`config.mk`:
```
export PLATFORM = sky130hd
export DESIGN_NAME = irlf_refill
export DESIGN_NICKNAME = d
export VERILOG_FILES = /design/src/design/irlf_pkg.sv /design/src/design/irlf_refill.sv
export SDC_FILE = /design/constraint.sdc
export NUM_CORES = 2
export LEC_CHECK = 0
export BUFFER_PORTS_ARGS = -buffer_cell sky130_fd_sc_hd__buf_4
export CORE_MARGIN = 3
export CORE_UTILIZATION = 60
export CTS_BUF_LIST = sky130_fd_sc_hd__clkbuf_2
export DETAILED_ROUTE_END_ITERATION = 8
export PLACE_DENSITY = 0.83
export SKIP_CTS_REPAIR_TIMING = 1
export SYNTH_ARGS = -nofsm -noshare
export SYNTH_HDL_FRONTEND = slang
export SYNTH_SLANG_ARGS = --single-unit
```
`constraint.sdc`:
```
create_clock -name clock -period 14.4 [get_ports clock]
set_input_delay 1.44 -clock clock [delete_from_list [all_inputs] [get_ports clock]]
set_output_delay 1.44 -clock clock [all_outputs]
set_load 0.005 [all_outputs]
```
`src/design/irlf_pkg.sv`:
```
// Shared types, constants and helper function of the TCP ingress rate limit filter.
package irlf_pkg;

   // Per-source state table size and the index width that follows from it.
   localparam int SOURCE_SLOTS = 1024;
   localparam int SLOT_W       = $clog2(SOURCE_SLOTS);

   // Field widths of the header, the registers and the stored state.
   localparam int TIME_W     = 64;
   localparam int PORT_W     = 16;
   localparam int WIN_W      = 36;
   localparam int RATE_W     = 16;
   localparam int TOKEN_W    = 16;
   localparam int SYN_CNT_W  = 8;
   localparam int GCNT_W     = 16;
   localparam int CSR_IDX_W  = 3;
   localparam int CSR_DATA_W = 36;

   // Header match values.
   localparam logic [15:0] ETHERTYPE_IPV4 = 16'h0800;
   localparam logic [7:0]  PROTO_TCP      = 8'd6;
   localparam logic [3:0]  IHL_MIN_WORDS  = 4'd5;

   // One second in nanoseconds; the refill span is capped here.
   localparam int              ELAPSED_W  = 30;
   localparam logic [ELAPSED_W-1:0] NS_PER_SEC = 30'd1000000000;

   // Refill quotient floor(elapsed * rate / 1e9). The divisor is split into
   // 2^9 times an odd factor. The odd factor is handled by a reciprocal
   // multiply on the top bits of the product and a single correction step.
   localparam int PROD_W      = ELAPSED_W + RATE_W;
   localparam int POW2_SHIFT  = 9;
   localparam int PD_W        = PROD_W - POW2_SHIFT;
   localparam int EST_SHIFT   = 13;
   localparam int PH_W        = PD_W - EST_SHIFT;
   localparam int RECIP_W     = 32;
   localparam int RECIP_SHIFT = 39;
   localparam int EST_PROD_W  = PH_W + RECIP_W;
   localparam logic [20:0] DIV_ODD = 21'(1000000000 / (1 << POW2_SHIFT));
   localparam logic [63:0] RECIP_WIDE =
      (64'd1 << (RECIP_SHIFT + EST_SHIFT)) / 64'(DIV_ODD);
   localparam logic [RECIP_W-1:0] RECIP = RECIP_WIDE[RECIP_W-1:0];

   // Result reason codes.
   typedef enum logic [2:0] {
      RSN_NOT_TARGET = 3'd0,
      RSN_PASS       = 3'd1,
      RSN_ALLOW      = 3'd2,
      RSN_BLOCK      = 3'd3,
      RSN_SRC_SYN    = 3'd4,
      RSN_GLB_SYN    = 3'd5,
      RSN_TOKENS     = 3'd6
   } reason_type;

   // Configuration register indexes.
   typedef enum logic [CSR_IDX_W-1:0] {
      CSR_INGRESS_PORT     = 3'd0,
      CSR_SYN_LIMIT        = 3'd1,
      CSR_GLOBAL_SYN_LIMIT = 3'd2,
      CSR_WINDOW_LENGTH    = 3'd3,
      CSR_TOKEN_RATE       = 3'd4,
      CSR_TOKEN_BURST      = 3'd5
   } csr_idx_type;

   // Configuration register set.
   typedef struct packed {
      logic [PORT_W-1:0]    ingress_port;
      logic [SYN_CNT_W-1:0] syn_limit;
      logic [GCNT_W-1:0]    global_syn_limit;
      logic [WIN_W-1:0]     window_length_ns;
      logic [RATE_W-1:0]    token_rate;
      logic [TOKEN_W-1:0]   token_burst;
   } cfg_type;

   localparam cfg_type CFG_RESET = '{
      ingress_port:     16'd8180,
      syn_limit:        8'd64,
      global_syn_limit: 16'd6250,
      window_length_ns: 36'd1000000000,
      token_rate:       16'd2000,
      token_burst:      16'd2000
   };

   // A drop verdict follows from the reason code.
   function automatic logic verdict_of(input reason_type rsn);
      logic drop;
      case (rsn) inside
         RSN_BLOCK, RSN_SRC_SYN, RSN_GLB_SYN, RSN_TOKENS: drop = 1'b1;
         default: drop = 1'b0;
      endcase
      return drop;
   endfunction

endpackage

```
`src/design/irlf_refill.sv`:
```
// Token refill unit: four-stage pipeline computing floor(elapsed * rate / 1e9).
module irlf_refill import irlf_pkg::*; (
   input  logic                 clock,
   input  logic                 en,
   input  logic [ELAPSED_W-1:0] elapsed,
   input  logic [RATE_W-1:0]    rate,
   output logic [TOKEN_W-1:0]   quot
);

   logic [PROD_W-1:0]     prod_ff, prod_in;
   logic [PD_W-1:0]       pd_b_ff, pd_b_in;
   logic [PD_W-1:0]       pd_c_ff;
   logic [EST_PROD_W-1:0] est_prod;
   logic [TOKEN_W-1:0]    est_ff, est_in;
   logic [TOKEN_W-1:0]    est_c_ff;
   logic [PD_W-1:0]       back_ff, back_in;
   logic [PD_W-1:0]       rem;
   logic [TOKEN_W-1:0]    quot_ff, quot_in;

   always_comb begin
      // Stage A: elapsed time times rate.
      prod_in = {{(PROD_W-ELAPSED_W){1'b0}}, elapsed} * {{(PROD_W-RATE_W){1'b0}}, rate};

      // Stage B: drop the power-of-two part of the divisor, then estimate the
      // quotient by the odd part from the top bits with a reciprocal multiply.
      // The estimate is never high and at most one low.
      pd_b_in  = prod_ff[PROD_W-1:POW2_SHIFT];
      est_prod = {{(EST_PROD_W-PH_W){1'b0}}, prod_ff[PROD_W-1:POW2_SHIFT+EST_SHIFT]} *
                 {{(EST_PROD_W-RECIP_W){1'b0}}, RECIP};
      est_in   = est_prod[RECIP_SHIFT+TOKEN_W-1:RECIP_SHIFT];

      // Stage C: multiply the estimate back by the odd divisor.
      back_in = {{(PD_W-TOKEN_W){1'b0}}, est_ff} * {{(PD_W-21){1'b0}}, DIV_ODD};

      // Stage D: correct the estimate when the remainder still holds a divisor.
      rem     = pd_c_ff - back_ff;
      quot_in = est_c_ff + TOKEN_W'(rem >= PD_W'(DIV_ODD));
   end

   always_ff @(posedge clock) begin
      if (en) begin
         prod_ff  <= prod_in;
         pd_b_ff  <= pd_b_in;
         est_ff   <= est_in;
         pd_c_ff  <= pd_b_ff;
         est_c_ff <= est_ff;
         back_ff  <= back_in;
         quot_ff  <= quot_in;
      end
   end

   assign quot = quot_ff;

endmodule

```
==> summary.md <==
| Metric | Value |
|---|---|
| CP max stage delay | 0.98 ns |
| Initial antenna violation count | 4 |
| Violation count after the first detailed-route iteration | 1,768 |
| Worst Clk Skew | 0.0573 ns |
| DIE WIDTH | 260 um |
| Worst Max-Slew Pin Slew | 1.00 ns |
| Worst setup SP type | flop |
| Gr ovfl total | 0 |
| Distinct cells, synth | 74 |
| Finished Layout Cells | 4,683 |
| Routed WL | 85,800 um |
| Mux share of post-synthesis cell area | 0.103% |
| Clock H-tree levels | 4 |
| Share of the synthesized area in the top cell type | 37.6% |
| Post-Synth XOR/XNOR Area | 2.75% |
| Hold Crit Class | flop to flop |
| Placed Instances | 4,649 |
| Share of layout cells above drive strength 1 | 3.39% |
| Mapped Area | 38,800 sq um |
| Vias in the first global route | 28,540 |
| WP buf/inv | 7 |
| Initial core utilization | 61.1% |
| DRC violations left | 0 |
| Ys Warns | 0 |
| Mapped Nets | 5,154 |
| CTS sink cnt | 194 |
| Slew Limit Fails | 0 |
| Largest family of logic cells by synthesized area | adder cells |
| Fin Setup TNS | 0 ns |
| Crit path max-delay family | adder cells |
| Post-Synthesis Mean Instance Area | 10.1 sq um |
| Synth area leaders | fa_1 38%, ha_1 18%, edfxtp_1 15% |
| Critical Path Fanout Max | 11 |
| Site Rows | 92 |
| Bufs on Longest Clock Path | 2 |
| Fin crit share | 53.6% |
| Post-Synth Simple-Gate Area | 9.53% |
| Outcome | completed |
| Num CTS Buffers | 17 |
| Slew HR | 33.2% |
| First-pass DRT Iterations | 5 |
| Layout Utilization | 63.5% |
| Synth Flop Type | edfxtp_1 |
| Area Growth Syn to Fin | 3.92% |
| First-pass GRT wire length | 143,000 um |
| Top Layer Used | met5 |
| Setup Crit Path Kind | flop to flop |
| Async set-reset flop share out of synthesis | 0% |
| CTS tree | built |
| DP Wirelength | 71,400 um |
| Met2 Wirelength | 42,600 um |
| Crit path time final | 7.72 ns |
| Vias post-DR | 26,223 |
| Most common cell on crit path | fa_1 |
| WL/cell | 18.3 um |
| RSZ-0062 raised after global routing | no |
| Die ar. | 67,800 sq um |
| Reg clk slew, reported paths | 0.35 ns |
| Largest net degree at the start of global routing | 128 |
| Die Ht | 260 um |
| GP Congestion | 0.965 |
| Cell count after synthesis | 3,825 |
| Critical Path AT | 8.51 ns |
| Area leader, netlist | fa_1 |
| Critical path's slowest cell | edfxtp_1 |
| Layout fillers | 4,913 |
| WP data required | 15.19 ns |
| Sequential area share after synthesis | 15.0% |
| Core area | 63,500 sq um |
| Most common cell in the netlist | inv_1 |
| Final setup viols | 0 |
| Final nets | 5,151 |
| Fmax | 130 MHz |
| WL met1 | 34,600 um |
| Routed Antenna Nets | 0 |
| Clk_lat worst skew | 1.02 ns |
| Met3 WL | 5320 um |
| Commonest cells post-synth | 984 x inv_1, 729 x fa_1, 552 x ha_1 |
| CP Capture Type | flop |
| GRT Util Overall | 26.9% |
| Compound-Gate Fraction of Synth Area | 6.71% |
| Via-to-Cell Ratio | 5.60 |
| Yosys reg bits | 194 |
| Hold Vio Cnt, Final | 0 |
| Root Driver | clkbuf_2 |
| MaxCap Viol Count | 0 |
| Port buffer count | 63 |
| Post-synthesis adder-cell area fraction | 55.4% |
| Top-Level Pins | 64 |
| Post-synth EDFFs | 194 |
-- path summary, 6_finish.rpt --
check	start	to	slack, ns	cells after the start
worst min-delay path	pd_b_ff[8]	pd_c_ff[8]	0.40	0
worst min register to register	pd_b_ff[8]	pd_c_ff[8]	0.40	0
worst max register to register	prod_ff[38]	est_ff[15]	6.68	25
worst max-delay path	prod_ff[38]	est_ff[15]	6.68	25
-- cells by family after synthesis --
group / after synthesis
fa+ha+maj: 1281
mux: 4
compound gates: 386
flops: 194
buf+inv: 1078
simple gates: 760
xor+xnor: 122
-- state kept, by name, indices dropped and copies added, names as in the netlist --
name,flops
pd_b_ff,37
pd_c_ff,37
prod_ff,37
back_ff,35
est_c_ff,16
est_ff,16
quot,16
-- cell usage in the layout, fill, tap and decap left out, types with 40 or more instances in the layout --
cell type and n:
a21o_1 68, a21oi_1 115, and2_1 199, buf_4 71, edfxtp_1 194, fa_1 729
ha_1 552, inv_1 984, nand2_1 355, nor2_1 61, o21ai_0 58, xnor2_1 82
xor2_1 40
-- per-stage QoR --
step / setup slack [ns] / area [sq um] / hold slack (ns)
after global routing: 6.24 / 40300 / 0.391
after floorplan: 6.74 / 38800 / 0.400
final: 6.68 / 40300 / 0.399
after detailed placement: 6.45 / 40000 / 0.405
after global placement: 6.57 / 40000 / 0.400
after CTS: 6.75 / 40300 / 0.399
-- area by class of cell --
type,count,area (sq um),share of cell area (%)
Antenna cell,2,5.00,0.0124
Sequential cell,194,5830,14.4
Tap cell,846,1060,2.62
Inverter,984,3690,9.16
Clock inverter,15,205,0.509
Clock buffer,17,85.1,0.211
Timing Repair Buffer,72,547,1.36
Multi-Input combinational cell,2553,28900,71.7
-- metal layers --
layer / track usage (%) / vias to the layer above
li1: - / 11899
met1: 34.9 / 13202
met2: 46.2 / 921
met3: 4.23 / 197
met4: 9.69 / 4
met5: 0 / -
Power is not shown: default switching activity piles up to over one toggle a cycle in this logic, so the estimate is an artifact.
