## config.mk

```make
export PLATFORM = sky130hd
export DESIGN_NAME = irlf_csr_flat
export DESIGN_NICKNAME = d
export VERILOG_FILES = /design/src/design/irlf_pkg.sv /design/src/design/irlf_if.sv /design/src/design/irlf_csr.sv /design/src/flat_wrapper.sv
export SDC_FILE = /design/constraint.sdc
export NUM_CORES = 1
export LEC_CHECK = 0
export ABC_AREA = 1
export BUFFER_PORTS_ARGS = -buffer_cell sky130_fd_sc_hd__buf_2
export CAP_MARGIN = 0
export CORE_AREA = 2 2 129 68
export CTS_CLUSTER_SIZE = 14
export DETAILED_ROUTE_END_ITERATION = 16
export DIE_AREA = 0 0 131 70
export GPL_ROUTABILITY_DRIVEN = 1
export GPL_TIMING_DRIVEN = 1
export PLACE_DENSITY = 0.81
export SYNTH_ARGS = -nofsm -noshare
export SYNTH_HDL_FRONTEND = slang
export SYNTH_SLANG_ARGS = --single-unit
```

## constraint.sdc

```tcl
create_clock -name clock -period 1.35 [get_ports clock]
set_input_delay 0.135 -clock clock [delete_from_list [all_inputs] [get_ports clock]]
set_output_delay 0.135 -clock clock [all_outputs]
set_load 0.05 [all_outputs]
```

## src/design/irlf_pkg.sv

```systemverilog
// Shared types, constants and helper function of the TCP ingress rate limit filter.
package irlf_pkg;

   // Per-source state table size and the index width that follows from it.
   localparam int SOURCE_SLOTS = 1024;
   localparam int SLOT_W       = $clog2(SOURCE_SLOTS);

   // Field widths of the header, the registers and the stored state.
   localparam int TIME_W     = 64;
   localparam int PORT_W     = 16;
   localparam int WIN_W      = 36;
   localparam int RATE_W     = 16;
   localparam int TOKEN_W    = 16;
   localparam int SYN_CNT_W  = 8;
   localparam int GCNT_W     = 16;
   localparam int CSR_IDX_W  = 3;
   localparam int CSR_DATA_W = 36;

   // Header match values.
   localparam logic [15:0] ETHERTYPE_IPV4 = 16'h0800;
   localparam logic [7:0]  PROTO_TCP      = 8'd6;
   localparam logic [3:0]  IHL_MIN_WORDS  = 4'd5;

   // One second in nanoseconds; the refill span is capped here.
   localparam int              ELAPSED_W  = 30;
   localparam logic [ELAPSED_W-1:0] NS_PER_SEC = 30'd1000000000;

   // Refill quotient floor(elapsed * rate / 1e9). The divisor is split into
   // 2^9 times an odd factor. The odd factor is handled by a reciprocal
   // multiply on the top bits of the product and a single correction step.
   localparam int PROD_W      = ELAPSED_W + RATE_W;
   localparam int POW2_SHIFT  = 9;
   localparam int PD_W        = PROD_W - POW2_SHIFT;
   localparam int EST_SHIFT   = 13;
   localparam int PH_W        = PD_W - EST_SHIFT;
   localparam int RECIP_W     = 32;
   localparam int RECIP_SHIFT = 39;
   localparam int EST_PROD_W  = PH_W + RECIP_W;
   localparam logic [20:0] DIV_ODD = 21'(1000000000 / (1 << POW2_SHIFT));
   localparam logic [63:0] RECIP_WIDE =
      (64'd1 << (RECIP_SHIFT + EST_SHIFT)) / 64'(DIV_ODD);
   localparam logic [RECIP_W-1:0] RECIP = RECIP_WIDE[RECIP_W-1:0];

   // Result reason codes.
   typedef enum logic [2:0] {
      RSN_NOT_TARGET = 3'd0,
      RSN_PASS       = 3'd1,
      RSN_ALLOW      = 3'd2,
      RSN_BLOCK      = 3'd3,
      RSN_SRC_SYN    = 3'd4,
      RSN_GLB_SYN    = 3'd5,
      RSN_TOKENS     = 3'd6
   } reason_type;

   // Configuration register indexes.
   typedef enum logic [CSR_IDX_W-1:0] {
      CSR_INGRESS_PORT     = 3'd0,
      CSR_SYN_LIMIT        = 3'd1,
      CSR_GLOBAL_SYN_LIMIT = 3'd2,
      CSR_WINDOW_LENGTH    = 3'd3,
      CSR_TOKEN_RATE       = 3'd4,
      CSR_TOKEN_BURST      = 3'd5
   } csr_idx_type;

   // Configuration register set.
   typedef struct packed {
      logic [PORT_W-1:0]    ingress_port;
      logic [SYN_CNT_W-1:0] syn_limit;
      logic [GCNT_W-1:0]    global_syn_limit;
      logic [WIN_W-1:0]     window_length_ns;
      logic [RATE_W-1:0]    token_rate;
      logic [TOKEN_W-1:0]   token_burst;
   } cfg_type;

   localparam cfg_type CFG_RESET = '{
      ingress_port:     16'd8180,
      syn_limit:        8'd64,
      global_syn_limit: 16'd6250,
      window_length_ns: 36'd1000000000,
      token_rate:       16'd2000,
      token_burst:      16'd2000
   };

   // A drop verdict follows from the reason code.
   function automatic logic verdict_of(input reason_type rsn);
      logic drop;
      case (rsn) inside
         RSN_BLOCK, RSN_SRC_SYN, RSN_GLB_SYN, RSN_TOKENS: drop = 1'b1;
         default: drop = 1'b0;
      endcase
      return drop;
   endfunction

endpackage

```

## src/design/irlf_if.sv

```systemverilog


// Register write channel.
interface irlf_csr_if import irlf_pkg::*; ();
   logic                  valid;
   logic                  ready;
   logic [CSR_IDX_W-1:0]  index;
   logic [CSR_DATA_W-1:0] data;

   modport source (output valid, index, data, input ready);
   modport sink (input valid, index, data, output ready);
endinterface

```

## src/design/irlf_csr.sv

```systemverilog
// Configuration register file of the TCP ingress rate limit filter.
module irlf_csr import irlf_pkg::*; (
   input  logic       clock,
   input  logic       reset,
   irlf_csr_if.sink   csr_bus,
   output cfg_type    cfg
);

   cfg_type cfg_ff;
   cfg_type cfg_in;

   // Writes are always taken.
   assign csr_bus.ready = 1'b1;

   // Register decode; indexes beyond the list are ignored.
   always_comb begin
      cfg_in = cfg_ff;
      if (csr_bus.valid && csr_bus.ready) begin
         unique case (csr_idx_type'(csr_bus.index))
            CSR_INGRESS_PORT:     cfg_in.ingress_port     = csr_bus.data[PORT_W-1:0];
            CSR_SYN_LIMIT:        cfg_in.syn_limit        = csr_bus.data[SYN_CNT_W-1:0];
            CSR_GLOBAL_SYN_LIMIT: cfg_in.global_syn_limit = csr_bus.data[GCNT_W-1:0];
            CSR_WINDOW_LENGTH:    cfg_in.window_length_ns = csr_bus.data[WIN_W-1:0];
            CSR_TOKEN_RATE:       cfg_in.token_rate       = csr_bus.data[RATE_W-1:0];
            CSR_TOKEN_BURST:      cfg_in.token_burst      = csr_bus.data[TOKEN_W-1:0];
            default:              cfg_in = cfg_ff;
         endcase
      end
   end

   always_ff @(posedge clock) begin
      if (reset) begin
         cfg_ff <= CFG_RESET;
      end else begin
         cfg_ff <= cfg_in;
      end
   end

   assign cfg = cfg_ff;

endmodule

```

## src/flat_wrapper.sv

```systemverilog
// flat-port wrapper written by rule: the top's interface ports become plain ports
module irlf_csr_flat import irlf_pkg::*;
  (clock, reset, cfg, csr_bus_valid, csr_bus_index, csr_bus_data, csr_bus_ready);
  irlf_csr_if csr_bus_i ();
  input  logic clock;
  input  logic reset;
  output cfg_type cfg;
  input wire logic [$bits(csr_bus_i.valid)-1:0] csr_bus_valid;
  input wire logic [$bits(csr_bus_i.index)-1:0] csr_bus_index;
  input wire logic [$bits(csr_bus_i.data)-1:0] csr_bus_data;
  output wire logic [$bits(csr_bus_i.ready)-1:0] csr_bus_ready;
  assign csr_bus_i.valid = csr_bus_valid;
  assign csr_bus_i.index = csr_bus_index;
  assign csr_bus_i.data = csr_bus_data;
  assign csr_bus_ready = csr_bus_i.ready;
  irlf_csr u_core (.clock(clock), .reset(reset), .csr_bus(csr_bus_i), .cfg(cfg));
endmodule
```

==> results of run 1 <==
[logic make-up (layout without fill, tap and decap cells)]
logic type / Yosys count / count (layout) / synth area share [%]
flops: 108 / 108 / 51.78
buf+inv: 66 / 219 / 6.892
simple gates: 412 / 412 / 41.23
other cells: 1 / 1 / 0.08981
[what timing repair did]
item                                   CTS  global route
endpoints found under the hold margin    5             0
setup endpoints to repair                0             0
hold buffers                             5             0
gates resized for setup                  0             0
[metrics by stage]
| stage | hold slack, ps | setup WS, ps |
|---|---|---|
| after floorplan | 248.2 | 400.2 |
| after global placement | 346.1 | 149.7 |
| after detailed placement | 351.1 | 82.95 |
| after CTS | 0.4087 | 184.0 |
| after global routing | 4.063 | 143.7 |
| final | -2.286 | 160.4 |
[cells in the mapped netlist]
master | instances | area (µm²)
nor2_1 | 134 | 503.0
buf_2 | 11 | 55.05
inv_1 | 30 | 112.6
clkbuf_1 | 9 | 33.78
buf_4 | 7 | 52.55
nand3_1 | 108 | 540.5
nor2_2 | 4 | 25.02
dfxtp_1 | 108 | 2162
inv_2 | 4 | 15.01
nand2_1 | 162 | 608.1
buf_1 | 5 | 18.77
conb_1 | 1 | 3.750
nor2_4 | 4 | 45.04
[how the worst max path moves through the flow]
stage	cells after the start	end	start	slack [ps]
after floorplan	7	u_core.cfg[35]	csr_bus_valid	400
after global placement	6	u_core.cfg[88]	csr_bus_index[2]	150
after detailed placement	5	u_core.cfg[56]	csr_bus_index[2]	80
after CTS	1	cfg[14]	u_core.cfg[14]	180
after global routing	1	cfg[14]	u_core.cfg[14]	140
final	1	cfg[14]	u_core.cfg[14]	160
[metal layers]
layer  vias to the layer above  share of wire, %  GRT usage (%)
met4                         0              0.73          5.674
met5                         -                 0              0
met3                         8                11          7.663
met1                      1952                46          39.53
li1                       2116                 -              -
met2                       221                42          39.49
[power by group]
group	switching, µW	total (µW)	internal (µW)
Combinational	820	1100	282
Sequential	64.7	3360	3300
Clock	1180	2670	1490
[area by class of cell]
cell class	count	area, µm²	area share, %
Sequential cell	108	2162	39.92
Multi-Input combinational cell	413	1730	31.95
Timing Repair Buffer	169	945.9	17.46
Clock buffer	10	239.0	4.412
Tap cell	117	146.4	2.703
Inverter	34	128.9	2.379
Clock inverter	6	63.81	1.178
[placed cells by master, fill, tap and decap left out, types with 5 or more instances in the layout]
master         netlist  routed
dfxtp_1            108     108
buf_4                7      12
nor2_1             134     134
nand2_1            162     162
buf_2               11     149
nor2_4               4       5
inv_1               30      30
nand3_1            108     108
clkbuf_16            0       9
dlygate4sd3_1        0       5
==> flow_summary.ini, run 1 <==
[synthesis]
yosysUniqueCellTypes = 13
synth_area_um2 = 4175
yosys_warnings = 0
syn_nets = 629
avgSynthCellArea_um2 = 7.113
syn_inst = 587
ys_seq_area_share_pct = 51.78
synth-seq-cells = 108

[setup_path]
reg2reg_from = u_core.cfg[14]
arrival_ps = 1050
required_ps = 1220
path_cells = buf_2
rr_endpoint = u_core.cfg[14]
critPathKind = flip-flop to primary output
cpLargestDelayFamily = flip-flops
path_max_fanout = 2
critPathSlowestCell = dfxtp_1
critPathBufInv = 1
r2r_cells = 2
r2r_setup_slack_ps = 700
crit_path_max_incr_delay_ps = 410
startpoint_type = flip-flop
end_kind = primary output

[drt]
drc = 0
wl_mm = 12.40
routedWlPerCell_um = 14.47
viasPerCell = 5.014
vias = 4297
drt_iter0_markers = 390
drt_pass1_iterations = 5
ant_nets = 0

[global_route]
antenna_found_initial = 0
grt_max_degree = 51
grt_first_pass_wirelength_mm = 18.88
grt_pass1_vias = 3697
grt.overflow.total = 0
grt_usage_pct = 26.94

[clock_tree]
cts_root_buf = clkbuf_16
cts_tree = built
post-cts-setup-buffers = 0
clock_sinks = 108
numCtsBuffers = 9
clk_latency_ps = 350
clockBufferDepth = 2
cts_max_level = 3
path_clk_slew_ps = 70

[worst_hold_path]
min_path_type = input port to flip-flop
hold_end = u_core.cfg[51]
hp-start = csr_bus_data[19]
min_path_cells = 3

[floorplanning]
coreArea_um2 = 8258
dieArea_um2 = 9170
io_pins = 151
rows = 24
die_w_um = 131
start_util_pct = 50.56
chipHeight_um = 70

[final_layout]
stdcell_area_um2 = 5416
largest_reg_flops = 108
final_cell_count_no_fill = 857
final_core_util_pct = 65.59
fillers = 747
nets = 777
drive_gt1_share_pct = 25.95
num_antenna_cells = 0
syn_to_final_growth_pct = 29.73

[sta]
relSlewSlack_pct = 65.00
skew_ps = 0
tns_ps = 0
holdWs_ps = -2.286
tightest_slew_ps = 523.7
finalCriticalPeriod_ps = 1190
hold_viol_final = 1
fin_crit_sh_pct = 88.12
setup_viol = 0
fmax_ghz = 0.8406
slew_violations = 0
rsz0062_at_grt = no

[placed_design]
io_buffers = 149
dp_hpwl_mm = 8.850
dp_cells = 836
gp_congestion = 0.8493
place_area_um2 = 5064

[flow_run]
cap_violations = 0

[power]
power_density_nw_per_um2 = 1317
power_uw = 7133
leakage_uw = 0.002758
max-vdd-ir-drop_mv = 0.8712

[status]
outcome = complete, but fails checks
violations = hold timing
(Power assumes the default switching activity.)
==> run 2: changes to the inputs <==
--- a/config.mk
+++ b/config.mk
@@ -14,7 +14,7 @@
 export DIE_AREA = 0 0 131 70
 export GPL_ROUTABILITY_DRIVEN = 1
 export GPL_TIMING_DRIVEN = 1
-export PLACE_DENSITY = 0.81
+export PLACE_DENSITY = 0.87
 export SYNTH_ARGS = -nofsm -noshare
 export SYNTH_HDL_FRONTEND = slang
 export SYNTH_SLANG_ARGS = --single-unit
==> run 2 against run 1 <==
  * The run now ends clean
  * Wire length is 2.3% lower
  * Sequential cell count stayed put
  * Worst hold slack better by 14 ps
  * Critical endpoint is now cfg[89]
  * Largest cell class unchanged
==> flow_summary.ini, run 2 (synthesized netlist as in run 1, its figures left out) <==
[setup_path]
startpoint_type = flip-flop
critPathBufInv = 1
critPathSlowestCell = dfxtp_1
end_kind = primary output
arrival_ps = 1020
required_ps = 1220
cpLargestDelayFamily = flip-flops
crit_path_max_incr_delay_ps = 390
critPathKind = flip-flop to primary output
path_max_fanout = 2
path_cells = buf_2

[floorplanning]
die_w_um = 131
rows = 24
chipHeight_um = 70
dieArea_um2 = 9170
io_pins = 151
start_util_pct = 50.56
coreArea_um2 = 8258

[drt]
vias = 4245
drt_pass1_iterations = 5
ant_nets = 0
drc = 0
wl_mm = 12.12
routedWlPerCell_um = 14.13
drt_iter0_markers = 347
viasPerCell = 4.948

[sta]
tns_ps = 0
hold_viol_final = 0
finalCriticalPeriod_ps = 1156
fin_crit_sh_pct = 85.62
skew_ps = 0
relSlewSlack_pct = 62.63
setup_viol = 0
tightest_slew_ps = 558.4
slew_violations = 0
holdWs_ps = 11.31
fin_ws_ps = 194.1
fmax_ghz = 0.8651
rsz0062_at_grt = no

[final_layout]
fillers = 699
drive_gt1_share_pct = 25.91
syn_to_final_growth_pct = 30.21
layout_commonest_cell = nand2_1
seqCellArea_um2 = 2162
final_cell_count_no_fill = 858
nets = 778
multi_input_area_um2 = 1730
final_cell_mix = nand2_1 (162), buf_2 (149), nor2_1 (134)
largest_reg_flops = 108
num_antenna_cells = 0

[placed_design]
pre_cts_slack_ps = 126.1
dp_cells = 836
gp_congestion = 0.9176
io_buffers = 149
dp_hpwl_mm = 8.977

[power]
leakage_uw = 0.002759
power_uw = 7099
power_density_nw_per_um2 = 1306
max-vdd-ir-drop_mv = 0.7167

[clock_tree]
cts_tree = built
clk_latency_ps = 340
cts_max_level = 3
numCtsBuffers = 9
clock_sinks = 108
clockBufferDepth = 2
path_clk_slew_ps = 70
cts_resized = 0
cts_root_buf = clkbuf_16

[status]
outcome = finished clean

[global_route]
grt_pass1_vias = 3765
grt.overflow.total = 0
grt_max_degree = 56
grt_usage_pct = 26.87
grt_first_pass_wirelength_mm = 18.79
antenna_found_initial = 0

[flow_run]
cap_violations = 0

[worst_hold_path]
min_path_type = input port to flip-flop
[run 2: layout make-up]
type | instances | area share, %
well taps | 117 | 2.693
clock buffers | 9 | 4.143
inverters | 34 | 2.371
repair buffers | 170 | 17.81
multi-input cells | 413 | 31.83
flip-flops and latches | 108 | 39.77
clock inverters | 7 | 1.381
[run 2: worst reg2reg max path, cell delays in order, from the launching register on]
cell	delay (ps)
dfxtp_1	390
nor2_1	60
nor2_1	120
[run 2: through the flow]
stage	utilization [%]	cell area, µm²
2_1_floorplan	-	4175
3_3_place_gp	61.47	5076
3_5_place_dp	61.47	5076
4_1_cts	65.83	5436
5_1_grt	65.83	5436
6_report	65.83	5436
[run 2: report_power, final]
part	total [µW]	switching, µW	internal [µW]
clock	2630	1190	1440
combinational	1110	820	288
sequential	3360	60.3	3300
[run 2: timing repair]
action                                 in CTS  in global routing
setup endpoints to repair                   0                  0
setup buffers                               0                  0
endpoints found under the hold margin       6                  0
hold buffers                                6                  0
[run 2: routing by layer]
layer / GRT usage, % / vias up / share of wire, % / routed length [µm]
li1: - / 2118 / - / -
met1: 37.80 / 1900 / 46 / 5567
met2: 39.21 / 210 / 42 / 5136
met3: 8.812 / 17 / 10 / 1243
met4: 8.274 / 0 / 1.4 / 172
met5: 0 / - / 0 / 0
[run 2: path summary, 6_finish.rpt]
kind | start | endpoint | cells after the start | slack [ps]
max | u_core.cfg[89] | cfg[89] | 1 | 190
min | csr_bus_data[2] | u_core.cfg[94] | 3 | 10
max reg2reg | u_core.cfg[89] | u_core.cfg[89] | 2 | 720
min reg2reg | u_core.cfg[8] | u_core.cfg[8] | 2 | 450
